**src/rtl/core/rbp_pkg.sv**
```systemverilog
// Shared types and codes of the receive buffer pool.
// Used by rbp_ctrl, rbp_datapath and receive_buffer_pool_top; depends on nothing.
package rbp_pkg;

  // Command codes of the input beat.
  localparam logic [2:0] CMD_GET     = 3'd0;
  localparam logic [2:0] CMD_SAVE    = 3'd1;
  localparam logic [2:0] CMD_RETURN  = 3'd2;
  localparam logic [2:0] CMD_CLN_TAG = 3'd3;
  localparam logic [2:0] CMD_CLN_LNK = 3'd4;

  // Result status codes.
  localparam logic [1:0] ST_OK    = 2'd0;
  localparam logic [1:0] ST_EMPTY = 2'd1;
  localparam logic [1:0] ST_BAD   = 2'd2;

  // Configuration register indexes.
  localparam logic [1:0] REG_CONN  = 2'd0;
  localparam logic [1:0] REG_BLKS  = 2'd1;
  localparam logic [1:0] REG_BSIZE = 2'd2;

  typedef struct packed {
    logic [2:0]  cmd;
    logic [5:0]  slot;
    logic [15:0] data_handle;
    logic [31:0] conn_tag;
    logic [15:0] link_tag;
  } rbp_in_t;

  typedef struct packed {
    logic [1:0]  status;
    logic [5:0]  out_slot;
    logic [16:0] buffer_size;
    logic [15:0] out_handle;
    logic [6:0]  freed_count;
  } rbp_res_t;

  // Commands from the controller to the datapath.
  typedef struct packed {
    logic clr;
    logic load;
    logic dispatch;
    logic q_rd;
    logic t_rd_q;
    logic t_rd_slot;
    logic wr;
    logic scan_rd;
    logic scan_chk;
    logic res_load;
  } rbp_cmd_t;

  // Status from the datapath to the controller.
  typedef struct packed {
    logic       rebuild;
    logic       clr_last;
    logic [2:0] op;
    logic       empty;
    logic       slot_bad;
    logic       scan_last;
    logic       out_full;
  } rbp_sts_t;

endpackage

```
**src/rtl/core/rbp_ctrl.sv**
```systemverilog
// Sequencing state machine of the receive buffer pool.
// Depends on rbp_pkg; drives rbp_datapath through command and status structs.
module rbp_ctrl (
  input  logic              clk,
  input  logic              rst_n,
  input  logic              in_valid,
  input  rbp_pkg::rbp_sts_t sts,
  output rbp_pkg::rbp_cmd_t cmd,
  output logic              in_stall
);

  typedef enum logic [2:0] {
    S_CLEAR, S_IDLE, S_DISPATCH, S_GET_Q, S_WR, S_SCAN_RD, S_SCAN_CHK, S_DONE
  } state_t;

  state_t state_r, state_nxt;

  // The next state and the commands for the datapath.
  always_comb begin
    state_nxt = state_r;
    cmd       = '0;
    in_stall  = (state_r != S_IDLE) || sts.rebuild;
    case (state_r)
      S_CLEAR: begin
        cmd.clr = 1'b1;
        if (sts.clr_last) state_nxt = S_IDLE;
      end
      S_IDLE: begin
        if (in_valid && !sts.rebuild) begin
          cmd.load  = 1'b1;
          state_nxt = S_DISPATCH;
        end
      end
      S_DISPATCH: begin
        cmd.dispatch = 1'b1;
        case (sts.op)
          rbp_pkg::CMD_GET: begin
            if (sts.empty) begin
              state_nxt = S_DONE;
            end else begin
              cmd.q_rd  = 1'b1;
              state_nxt = S_GET_Q;
            end
          end
          rbp_pkg::CMD_SAVE, rbp_pkg::CMD_RETURN: begin
            if (sts.slot_bad) begin
              state_nxt = S_DONE;
            end else begin
              cmd.t_rd_slot = 1'b1;
              state_nxt     = S_WR;
            end
          end
          rbp_pkg::CMD_CLN_TAG, rbp_pkg::CMD_CLN_LNK: state_nxt = S_SCAN_RD;
          default: state_nxt = S_DONE;
        endcase
      end
      S_GET_Q: begin
        cmd.t_rd_q = 1'b1;
        state_nxt  = S_WR;
      end
      S_WR: begin
        cmd.wr    = 1'b1;
        state_nxt = S_DONE;
      end
      S_SCAN_RD: begin
        cmd.scan_rd = 1'b1;
        state_nxt   = S_SCAN_CHK;
      end
      S_SCAN_CHK: begin
        cmd.scan_chk = 1'b1;
        state_nxt    = sts.scan_last ? S_DONE : S_SCAN_RD;
      end
      S_DONE: begin
        if (!sts.out_full) begin
          cmd.res_load = 1'b1;
          state_nxt    = S_IDLE;
        end
      end
      default: state_nxt = S_CLEAR;
    endcase
    // A configuration write rebuilds the pool from scratch.
    if (sts.rebuild) begin
      cmd       = '0;
      state_nxt = S_CLEAR;
    end
  end

  // State register.
  always_ff @(posedge clk) begin
    if (!rst_n) begin
      state_r <= S_CLEAR;
    end else begin
      state_r <= state_nxt;
    end
  end

endmodule

```
**src/rtl/core/rbp_datapath.sv**
```systemverilog
// Datapath of the receive buffer pool: configuration, free list, slot memories, result.
// Depends on rbp_pkg; sequenced by rbp_ctrl.
module rbp_datapath #(
  parameter int SLOTS = 64
) (
  input  logic              clk,
  input  logic              rst_n,
  input  logic              cfg_we,
  input  logic [1:0]        cfg_index,
  input  logic [15:0]       cfg_data,
  input  rbp_pkg::rbp_in_t  in_data,
  input  logic              out_stall,
  output logic              out_valid,
  output rbp_pkg::rbp_res_t out_data,
  input  rbp_pkg::rbp_cmd_t cmd,
  output rbp_pkg::rbp_sts_t sts
);

  localparam int AW = $clog2(SLOTS);
  localparam int CW = $clog2(SLOTS + 1);

  // Configuration and pool size.
  logic [7:0]  conn_r, blks_r;
  logic [15:0] bsize_r;
  logic [CW-1:0] pool_r, pool_nxt;
  logic [16:0] prod;
  logic [17:0] pool_raw;
  logic [16:0] bsum, buf_size;

  // Free list, item and scan state.
  logic [AW-1:0] head_r, clr_idx_r, scan_idx_r, sel_r;
  logic [CW-1:0] cnt_r, freed_r;
  logic [CW:0]   tail_sum;
  logic [AW-1:0] tail;
  rbp_pkg::rbp_in_t item_r;
  logic [1:0]  stat_r;
  logic [5:0]  oslot_r;
  logic [15:0] ohandle_r;
  logic        out_valid_r;
  rbp_pkg::rbp_res_t res_r;

  // Memories: free queue, {used, tag} per slot, handle per slot.
  logic [AW-1:0] qmem [SLOTS];
  logic [32:0]   tmem [SLOTS];
  logic [15:0]   hmem [SLOTS];
  logic [AW-1:0] q_rd_r;
  logic [32:0]   t_rd_r;
  logic [15:0]   h_rd_r;

  logic          q_we, t_we, h_we, t_re;
  logic [AW-1:0] q_wa, t_wa, t_ra;
  logic [AW-1:0] q_wd;
  logic [32:0]   t_wd;
  logic          rel, used_bit, hit, rebuild, slot_bad;

  assign rebuild = cfg_we && (cfg_index == rbp_pkg::REG_CONN || cfg_index == rbp_pkg::REG_BLKS
                              || cfg_index == rbp_pkg::REG_BSIZE);

  // Pool size min(2 + conn * (blocks + 1), SLOTS) and buffer size.
  always_comb begin
    prod     = 17'(conn_r) * 17'({1'b0, blks_r} + 9'd1);
    pool_raw = 18'(prod) + 18'd2;
    pool_nxt = (pool_raw > 18'(SLOTS)) ? CW'(SLOTS) : CW'(pool_raw);
    bsum     = 17'd128 + 17'(bsize_r);
    buf_size = (bsum < 17'd2048) ? 17'd2048 : bsum;
  end

  // Tail of the circular free queue.
  always_comb begin
    tail_sum = (CW + 1)'(head_r) + (CW + 1)'(cnt_r);
    tail     = (tail_sum >= (CW + 1)'(SLOTS)) ? AW'(tail_sum - (CW + 1)'(SLOTS))
                                                : AW'(tail_sum);
  end

  assign slot_bad = (32'(item_r.slot) >= 32'(pool_r));
  assign used_bit = t_rd_r[32];
  assign hit      = (item_r.cmd == rbp_pkg::CMD_CLN_TAG) ? (t_rd_r[31:0] == item_r.conn_tag)
                                                         : (t_rd_r[15:0] == item_r.link_tag);

  // Memory port control.
  always_comb begin
    q_we = 1'b0; q_wa = tail; q_wd = sel_r;
    t_we = 1'b0; t_wa = sel_r; t_wd = '0;
    h_we = 1'b0;
    t_re = cmd.t_rd_q || cmd.t_rd_slot || cmd.scan_rd;
    t_ra = cmd.t_rd_q ? q_rd_r : (cmd.scan_rd ? scan_idx_r : AW'(item_r.slot));
    rel  = 1'b0;
    if (cmd.clr) begin
      q_we = 1'b1; q_wa = clr_idx_r; q_wd = clr_idx_r;
      t_we = 1'b1; t_wa = clr_idx_r;
    end else if (cmd.wr) begin
      case (item_r.cmd)
        rbp_pkg::CMD_GET: begin
          t_we = 1'b1; t_wd = {1'b1, t_rd_r[31:0]};
        end
        rbp_pkg::CMD_SAVE: begin
          t_we = 1'b1; t_wd = {used_bit, item_r.conn_tag}; h_we = 1'b1;
        end
        rbp_pkg::CMD_RETURN: begin
          rel = used_bit; t_we = used_bit; q_we = used_bit;
        end
        default: ;
      endcase
    end else if (cmd.scan_chk) begin
      rel  = used_bit && (t_rd_r[31:0] != 32'd0) && hit;
      t_we = rel; t_wa = scan_idx_r;
      q_we = rel; q_wd = scan_idx_r;
    end
  end

  // Memory arrays with registered reads.
  always_ff @(posedge clk) begin
    if (q_we) qmem[q_wa] <= q_wd;
    if (t_we) tmem[t_wa] <= t_wd;
    if (h_we) hmem[sel_r] <= item_r.data_handle;
    if (cmd.q_rd) q_rd_r <= qmem[head_r];
    if (t_re) t_rd_r <= tmem[t_ra];
    if (cmd.t_rd_slot) h_rd_r <= hmem[AW'(item_r.slot)];
  end

  // Configuration registers and registered pool size.
  always_ff @(posedge clk) begin
    if (!rst_n) begin
      conn_r  <= 8'd1;
      blks_r  <= 8'd7;
      bsize_r <= 16'd2048;
    end else if (cfg_we) begin
      case (cfg_index)
        rbp_pkg::REG_CONN:  conn_r  <= cfg_data[7:0];
        rbp_pkg::REG_BLKS:  blks_r  <= cfg_data[7:0];
        rbp_pkg::REG_BSIZE: bsize_r <= cfg_data;
        default: ;
      endcase
    end
    pool_r <= pool_nxt;
  end

  // Free list pointers and clearing sweep.
  always_ff @(posedge clk) begin
    if (!rst_n || rebuild) begin
      head_r    <= '0;
      cnt_r     <= '0;
      clr_idx_r <= '0;
    end else begin
      if (cmd.clr) begin
        clr_idx_r <= clr_idx_r + AW'(1);
        if (clr_idx_r == AW'(SLOTS - 1)) cnt_r <= pool_r;
      end
      if (cmd.wr && item_r.cmd == rbp_pkg::CMD_GET) begin
        head_r <= (head_r == AW'(SLOTS - 1)) ? '0 : head_r + AW'(1);
        cnt_r  <= cnt_r - CW'(1);
      end
      if (rel) cnt_r <= cnt_r + CW'(1);
    end
  end

  // Item register and result accumulation.
  always_ff @(posedge clk) begin
    if (cmd.load) begin
      item_r     <= in_data;
      stat_r     <= rbp_pkg::ST_OK;
      oslot_r    <= '0;
      ohandle_r  <= '0;
      freed_r    <= '0;
      scan_idx_r <= '0;
    end
    if (cmd.dispatch) begin
      sel_r <= AW'(item_r.slot);
      if (item_r.cmd == rbp_pkg::CMD_GET && cnt_r == '0) stat_r <= rbp_pkg::ST_EMPTY;
      if ((item_r.cmd == rbp_pkg::CMD_SAVE || item_r.cmd == rbp_pkg::CMD_RETURN) && slot_bad)
        stat_r <= rbp_pkg::ST_BAD;
    end
    if (cmd.t_rd_q) sel_r <= q_rd_r;
    if (cmd.wr) begin
      if (item_r.cmd == rbp_pkg::CMD_GET) oslot_r <= 6'(sel_r);
      if (item_r.cmd == rbp_pkg::CMD_RETURN) begin
        if (used_bit) ohandle_r <= h_rd_r;
        else stat_r <= rbp_pkg::ST_BAD;
      end
    end
    if (cmd.scan_chk) begin
      scan_idx_r <= scan_idx_r + AW'(1);
      if (used_bit && t_rd_r[31:0] == 32'd0) stat_r <= rbp_pkg::ST_BAD;
      if (rel) freed_r <= freed_r + CW'(1);
    end
  end

  // Output register.
  always_ff @(posedge clk) begin
    if (!rst_n) begin
      out_valid_r <= 1'b0;
    end else if (cmd.res_load) begin
      out_valid_r <= 1'b1;
    end else if (!out_stall) begin
      out_valid_r <= 1'b0;
    end
    if (cmd.res_load) begin
      res_r.status      <= stat_r;
      res_r.out_slot    <= oslot_r;
      res_r.buffer_size <= buf_size;
      res_r.out_handle  <= ohandle_r;
      res_r.freed_count <= 7'(freed_r);
    end
  end

  assign out_valid = out_valid_r;
  assign out_data  = res_r;

  always_comb begin
    sts.rebuild   = rebuild;
    sts.clr_last  = (clr_idx_r == AW'(SLOTS - 1));
    sts.op        = item_r.cmd;
    sts.empty     = (cnt_r == '0);
    sts.slot_bad  = slot_bad;
    sts.scan_last = (32'(scan_idx_r) == 32'(pool_r) - 32'd1);
    sts.out_full  = out_valid_r && out_stall;
  end

endmodule

```
**src/rtl/core/receive_buffer_pool_top.sv**
```systemverilog
// Top level of the receive buffer pool: controller and datapath.
// Depends on rbp_pkg, rbp_ctrl and rbp_datapath.
//
//   Port group  Direction  Handshake          Payload
//   in_         in         in_valid/in_stall  rbp_pkg::rbp_in_t
//   out_        out        out_valid/out_stall rbp_pkg::rbp_res_t
//   cfg_        in         cfg_we             cfg_index, cfg_data
//
// One item is worked on at a time. A get passes dispatch, queue read, write and
// done; save and return skip the queue read. A cleanup reads and checks each pool
// slot of the shared tag memory in turn. Unknown or rejected items go from dispatch
// to done. After reset and every configuration write a clearing pass over all SLOTS
// entries refills the free queue and clears the tags; no beat is accepted
// meanwhile. A result waits in the output register while out_stall is high.
module receive_buffer_pool_top #(
  parameter int SLOTS = 64
) (
  input  logic              clk,
  input  logic              rst_n,
  input  logic              cfg_we,
  input  logic [1:0]        cfg_index,
  input  logic [15:0]       cfg_data,
  input  logic              in_valid,
  output logic              in_stall,
  input  rbp_pkg::rbp_in_t  in_data,
  output logic              out_valid,
  input  logic              out_stall,
  output rbp_pkg::rbp_res_t out_data
);

  rbp_pkg::rbp_cmd_t cmd;
  rbp_pkg::rbp_sts_t sts;

  rbp_ctrl u_ctrl (
    .clk      (clk),
    .rst_n    (rst_n),
    .in_valid (in_valid),
    .sts      (sts),
    .cmd      (cmd),
    .in_stall (in_stall)
  );

  rbp_datapath #(.SLOTS(SLOTS)) u_dp (
    .clk       (clk),
    .rst_n     (rst_n),
    .cfg_we    (cfg_we),
    .cfg_index (cfg_index),
    .cfg_data  (cfg_data),
    .in_data   (in_data),
    .out_stall (out_stall),
    .out_valid (out_valid),
    .out_data  (out_data),
    .cmd       (cmd),
    .sts       (sts)
  );

  // A configuration write starts a clearing pass, so the next beat is refused.
  a_rebuild_stall: assert property (@(posedge clk) disable iff (!rst_n)
    sts.rebuild |=> in_stall)
    else $error("beat offered acceptance right after a pool rebuild");

  // Only one item is in flight.
  a_one_item: assert property (@(posedge clk) disable iff (!rst_n)
    (in_valid && !in_stall) |=> in_stall)
    else $error("second beat accepted while an item is in work");

  // Loading a result always raises the output valid.
  a_res_valid: assert property (@(posedge clk) disable iff (!rst_n)
    cmd.res_load |=> out_valid)
    else $error("result loaded without out_valid");

endmodule
```
**config.mk**
```make
export PLATFORM = sky130hd
export DESIGN_NAME = receive_buffer_pool_top
export DESIGN_NICKNAME = d
export VERILOG_FILES = /design/src/rtl/core/rbp_pkg.sv /design/src/rtl/core/rbp_ctrl.sv /design/src/rtl/core/rbp_datapath.sv /design/src/rtl/core/receive_buffer_pool_top.sv
export SDC_FILE = /design/constraint.sdc
export NUM_CORES = 2
export LEC_CHECK = 0
export BUFFER_PORTS_ARGS = -buffer_cell sky130_fd_sc_hd__buf_2
export CORE_MARGIN = 3
export CORE_UTILIZATION = 35
export DETAILED_ROUTE_END_ITERATION = 16
export PLACE_DENSITY = 0.58
export SLEW_MARGIN = 10
export SYNTH_ARGS = -nofsm -noshare
export SYNTH_HDL_FRONTEND = slang
export SYNTH_SLANG_ARGS = --single-unit
```
**constraint.sdc**
```tcl
create_clock -name clk -period 10 [get_ports clk]
set_input_delay 1.5 -clock clk [delete_from_list [all_inputs] [get_ports clk]]
set_output_delay 1.5 -clock clk [all_outputs]
set_load 0.01 [all_outputs]
```
# --- Yosys cells after proc, flatten, opt, wreduce, memory -nomap -nowiden ---
# Memories as Yosys holds them, arrays and structs flattened. A register that Yosys moved wholly into a read port is not among the register bits.
# Cells that the tools add are included.
word_totals:
  regBits: 226
  ramBits: 3520
  out_inout_bits: 50
  wordCells: 188
  in_bits: 96
  mem_count: 3
mem_list:
  columns: ["memory", "depth", "width", "read_ports", "rd_ports_with_merged_regs", "wr", "line", "text"]
  rows:
  - ["u_dp.tmem", 64, 33, 1, 1, 1, "rbp_datapath.sv:44", "logic [32:0] tmem [SLOTS];"]
  - ["u_dp.hmem", 64, 16, 1, 1, 1, "rbp_datapath.sv:45", "logic [15:0] hmem [SLOTS];"]
  - ["u_dp.qmem", 64, 6, 1, 1, 1, "rbp_datapath.sv:43", "logic [AW-1:0] qmem [SLOTS];"]
op_classes:
  n_eq_ne: 23
  multipliers: 1
  n_lt_le_gt_ge: 4
  bitwise: 1
  muxes: 82
  addsub: 12
  reduce_logical: 37
ops:
  columns: ["operator", "n"]
  rows:
  - ["$mux W6", 15]
  - ["$mux W33", 2]
  - ["$pmux W33 S2", 1]
  - ["$mux W16", 4]
  - ["$mux W7", 7]
  - ["$mux W1", 33]
  - ["$eq A32 B32 Y1", 1]
  - ["$eq A6 B32 Y1", 1]
  - ["$logic_not A32 Y1", 1]
  - ["$reduce_bool A32 Y1", 1]
  - ["$mux W2", 12]
  - ["$pmux W3 S8", 1]
  - ["$add A17 B2 Y18 const B", 1]
  - ["$add A6 B1 Y6 const B", 3]
  - ["$gt A18 B7 Y1 const B", 1]
  - ["$add A8 B16 Y17 const A", 1]
  - ["$lt A17 B12 Y1 const B", 1]
  - ["$mul A8 B17 Y17", 1]
  - ["$eq A16 B16 Y1", 1]
  - ["$eq A3 B3 Y1 const B", 5]
  - ["$add A7 B1 Y7 const B", 2]
  - ["$eq A3 B2 Y1 const B", 4]
  - ["$eq A6 B6 Y1 const B", 2]
  - ["$mux W3", 4]
  - ["28 further kinds", 55]

# --- Logic depth before layout (Yosys ltp) ---
logic_depth:
  depth_word: 18
  ltp_mapped: 23
  mapped_depth_nobuf: 20

# --- Cells and area by module ---
# Synthesis repeated with hierarchy kept, for this count alone.
unflattened:
  hier_cells: 6928
  area_unflattened_um2: 148301.0
modules_own_cells:
  columns: ["module", "seq_area_each_um2", "instances", "cells_per_inst", "area_each_um2"]
  rows:
  - ["rbp_datapath", 113148.5, 1, 6881, 147950.6]
  - ["rbp_ctrl", 60.1, 1, 47, 350.3]

# --- Worst setup path before layout ---
# Ideal clock, no wire load.
synth_path:
  kind: "input port to flip-flop"
  startpoint: "in cfg_we"
  endpoint: "mem u_dp.tmem[25][0] (enable)"
  required_time_ps: 9577
  setup_ps: 423
  path_buffers: 1
  t_arrival_ps: 7006
  stages: 7
  slack_ps: 2571
  path_cell_list: "a21boi_1 > buf_2 > nor3_1 > nand2_1 > a31oi_1 > o2111ai_1 > nor2_1"
synth_via:
  word_cells_on_any_way: 10
  classes_between: "9 x mux; 1 x reduce/logical"
synth_rtl:
  columns: ["element", "line", "text"]
  rows:
  - ["start: declaration", "receive_buffer_pool_top.sv:20", "input logic cfg_we,"]
  - ["$logic_and A1 B1 Y1 *", "rbp_datapath.sv:56", "assign rebuild = cfg_we && (cfg_index == rbp_pkg::REG_CONN || cfg_index == rbp_pkg::REG_BLKS"]
  - ["$mux W10 *", "rbp_ctrl.sv:82", "if (sts.rebuild) begin"]
  - ["$mux W6 (2 in a row)", null, null]
  - ["$mux W6 *", null, null]
  - ["net u_dp.q_wd[3]", "rbp_datapath.sv:52", "logic [AW-1:0] q_wd;"]
  - ["end: declaration", "rbp_datapath.sv:44", null]
# The timed path passes the listed nets; every way through them passes the cells marked *.

# --- Worst setup path after layout ---
layout_path:
  startpoint: "reg u_dp.blks_r[0]"
  endpoint: "reg u_dp.pool_r[6]"
layout_via:
  elab_chain_cells: 4
layout_lines:
  columns: ["element", "line", "text"]
  rows:
  - ["start: declaration", "rbp_datapath.sv:23", "logic [7:0] conn_r, blks_r;"]
  - ["start signal: assignment", "rbp_datapath.sv:130", "rbp_pkg::REG_BLKS: blks_r <= cfg_data[7:0];"]
  - ["$add A8 B1 Y9 *", "rbp_datapath.sv:61", "prod = 17'(conn_r) * 17'({1'b0, blks_r} + 9'd1);"]
  - ["$mul A8 B17 Y17 *", "rbp_datapath.sv:61", null]
  - ["$add A17 B2 Y18 *", "rbp_datapath.sv:62", "pool_raw = 18'(prod) + 18'd2;"]
  - ["$gt A18 B7 Y1", "rbp_datapath.sv:63", "pool_nxt = (pool_raw > 18'(SLOTS)) ? CW'(SLOTS) : CW'(pool_raw);"]
  - ["end signal: assignment", "rbp_datapath.sv:135", "pool_r <= pool_nxt;"]
  - ["end: declaration", "rbp_datapath.sv:25", "logic [CW-1:0] pool_r, pool_nxt;"]
# Every way passes the cells marked *; elsewhere a longest branch is shown, timed or not.
# A chain may end at the register's enable or synchronous reset.

==> impl_metrics.json <==
{
  "drive_gt1_share_pct": 16.3,
  "fin_ws_ns": 3.16,
  "synth_area_um2": 150000,
  "pre_cts_ws_ns": 3.07,
  "critPathRequiredTime_ns": 10.80,
  "tightest_slew_ns": 1.43,
  "synth-edff-count": 3708,
  "grt_pass1_vias": 81000,
  "port_buffers": 145,
  "mostFrequentLayoutCells": "3708 x edfxtp_1, 1503 x nand2_1, 462 x mux4_2",
  "slew_violations": 0,
  "synth_warnings": 0,
  "synth-seq-area-share_pct": 75.3,
  "drtPass1Iterations": 6,
  "cts_buffer_depth": 4,
  "drtIter0Drc": 10400,
  "clock_latency_ns": 0.98,
  "dp_hpwl_um": 243000,
  "place_congestion": 0.929,
  "antenna_left": 0,
  "finalCriticalPeriod_ns": 6.84,
  "numCtsBuffers": 389,
  "period_share_pct": 68.4,
  "crit_path_top_delay_cell": "or4_1",
  "crit_type": "reg -> reg",
  "grt_max_degree": 152,
  "clock_skew_ns": 0.0674,
  "finalNetCount": 9471,
  "slew_headroom_pct": 3.49,
  "start_util_pct": 35.2,
  "hold_depth": 2,
  "start_kind": "register",
  "final_common_cell": "edfxtp_1",
  "synth_nets": 9191,
  "ios": 146,
  "reg2reg_setup_slack_ns": 3.16,
  "hold_start": "u_dp.h_rd_r[12]",
  "power_frac_clock_pct": 44.1,
  "postRouteWirelength_um": 420000,
  "rsz0062_at_grt": "false",
  "grt_first_pass_wirelength_um": 598000,
  "p_switching_mw": 6.34,
  "ys.flop_type": "edfxtp_1",
  "core_um2": 428000,
  "p_comb_share_pct": 1.1,
  "die_x_um": 661,
  "cts-root-buf": "clkbuf_16",
  "grt_use_total_pct": 18.8,
  "ctsHoldBuffers": 0,
  "setup_viol": 0,
  "die_h_um": 661,
  "reg2reg_from": "u_dp.blks_r[0]",
  "cap_viol_max_count": 0,
  "slowest_delay_ns": 0.64,
  "cp_common_cell": "fa_1",
  "post_cts_buffers": 0,
  "dieArea_um2": 438000,
  "power_density_nw_per_um2": 184,
  "arrival_ns": 7.64,
  "antenna_found_initial": 28,
  "seq_power_share_pct": 54.8,
  "r2r_end": "u_dp.pool_r[6]",
  "endpoint_kind": "register",
  "p_leak_nw": 57.3,
  "path_max_fanout": 12,
  "vias_per_cell": 5.41,
  "hold_viol": 0,
  "cts_sinks": 3801,
  "status": "completed",
  "clk_pin_slew_ns": 0.06,
  "yosysUniqueCellTypes": 76,
  "holdPathEnd": "u_dp.ohandle_r[12]",
  "r2r_cells": 19,
  "vias": 82800,
  "postCtsResizedCells": 0,
  "hp-class": "reg -> reg",
  "setup_tns_ns": 0,
  "synth_top_cell_area_share_pct": 74.1,
  "drc": 0,
  "num_rows": 240,
  "htreeDepth": 5,
  "cts_tree": "built",
  "swShare_pct": 20.0,
  "yosys_register_bits": 3801,
  "synth_area_leaders": "edfxtp_1 74%, mux4_2 6.9%, nand2_1 3.8%",
  "synthArstFlopShare_pct": 0,
  "wl_per_cell_um": 27.5,
  "overflow": 0,
  "p_int_mw": 25.3,
  "netlist_instances": 8993,
  "syn_avg_cell_area_um2": 16.7,
  "max_clock_freq_mhz": 146,
  "area_delta_synth_final_pct": 14.1,
  "ir_drop_uv": 159,
  "yosys.area.top_type": "edfxtp_1",
  "cp_cell_sequence": "ha_1 -> nand3_1 -> xor2_1 -> nor2b_1 -> fa_1 -> fa_1 -> fa_1 -> inv_1 -> fa_1 -> inv_1 -> ha_1 -> a21oi_1 -> mux2i_1 -> o31a_1 -> o2111ai_1 -> nor4_2 -> o211ai_1 -> or4_1 -> or4_1"
}
==> stage by stage <==
stage                     hold WS [ns]  cell area, um2  util (%)  total power [mW]  instances
after global placement           0.417          159000      37.2              18.0      14600
after floorplan                  0.408          150000         -              17.9       8993
final                            0.436          172000      40.1              31.6      15300
after global routing             0.447          172000      40.1              32.6      15300
after CTS                        0.436          171000      40.1              31.9      15300
after detailed placement         0.422          159000      37.3              18.0      14600
==> cell usage after synthesis (all sizes together) (58+ instances only) <==
master  count
a21oi     234
nor4      125
clkbuf    244
o22ai     132
xor2       64
buf       272
nand3     453
ha         59
nor2      297
dfxtp      93
edfxtp   3708
mux4      462
nor2b      58
inv        76
mux2i     429
nand2    1512
a32oi     132
==> power groups by stage <==
stage          Sequential (mW)  Combinational [mW]  Clock [mW]
2_1_floorplan             17.7               0.183           0
3_3_place_gp              17.7               0.357           0
3_5_place_dp              17.7               0.365           0
4_1_cts                   17.3               0.367        14.2
5_1_grt                   17.3               0.395        14.9
6_report                  17.3               0.363        13.9
==> metal layers <==
layer / track usage [%] / vias up / routed length, um
met5: 0 / - / 0
met4: 7.39 / 0 / 18600
met3: 2.89 / 651 / 31400
met2: 29.2 / 3412 / 193000
met1: 26.5 / 43100 / 178000
li1: - / 35600 / -
==> final cells by class <==
class,instances,area (um2)
Clock buffer,491,10200
Multi-Input combinational cell,4600,35800
Sequential cell,3801,113000
Clock inverter,215,1920
Inverter,76,288
Fill cell,38500,256000
Tap cell,5687,7120
Antenna cell,22,55.1
Timing Repair Buffer,405,2940
==> flip-flops by register name (all words and copies together), names as in the netlist, 16 cells and up <==
signal / cells
u_dp.h_rd_r: 16
u_dp.qmem: 384
u_dp.hmem: 1024
u_dp.item_r: 70
u_dp.bsize_r: 16
u_dp.t_rd_r: 33
u_dp.out_data: 48
u_dp.ohandle_r: 16
u_dp.tmem: 2112
==> worst max path at each step <==
stage                     cells after the start           start               end
after global placement                       12          cfg_we    u_dp.t_rd_r[5]
after global routing                         20  u_dp.blks_r[0]    u_dp.pool_r[6]
final                                        19  u_dp.blks_r[0]    u_dp.pool_r[6]
after floorplan                               7          cfg_we  u_dp.tmem[25][0]
after detailed placement                     20  u_dp.blks_r[0]    u_dp.pool_r[6]
after CTS                                    20  u_dp.blks_r[0]    u_dp.pool_r[6]
==> cells by family (layout without fill, tap and decap cells) <==
group                      Yosys count  count (layout)  synth area share (%)
DFF                               3801            3801                  75.3
and+or+nand+nor                   2694            2694                  7.92
muxes                              891             891                  9.78
AOI/OAI and AO/OA                  809             809                  3.67
buffers and inverters              592            1187                  1.67
xor gates and xnor gates           104             104                 0.606
adders and majority gates          102             102                  1.06
other                                0              22                     0
==> worst max-delay path: cells and delay by family, from the launching register on <==
family	cells	cell delay (ns)
adders and majority gates	6	2.66
DFF	1	0.56
xor gates and xnor gates	1	0.63
AOI/OAI and AO/OA	4	0.85
and+or+nand+nor	5	1.68
buffers and inverters	2	0.10
muxes	1	0.22
Note: power is estimated with default switching activity, not from simulation.
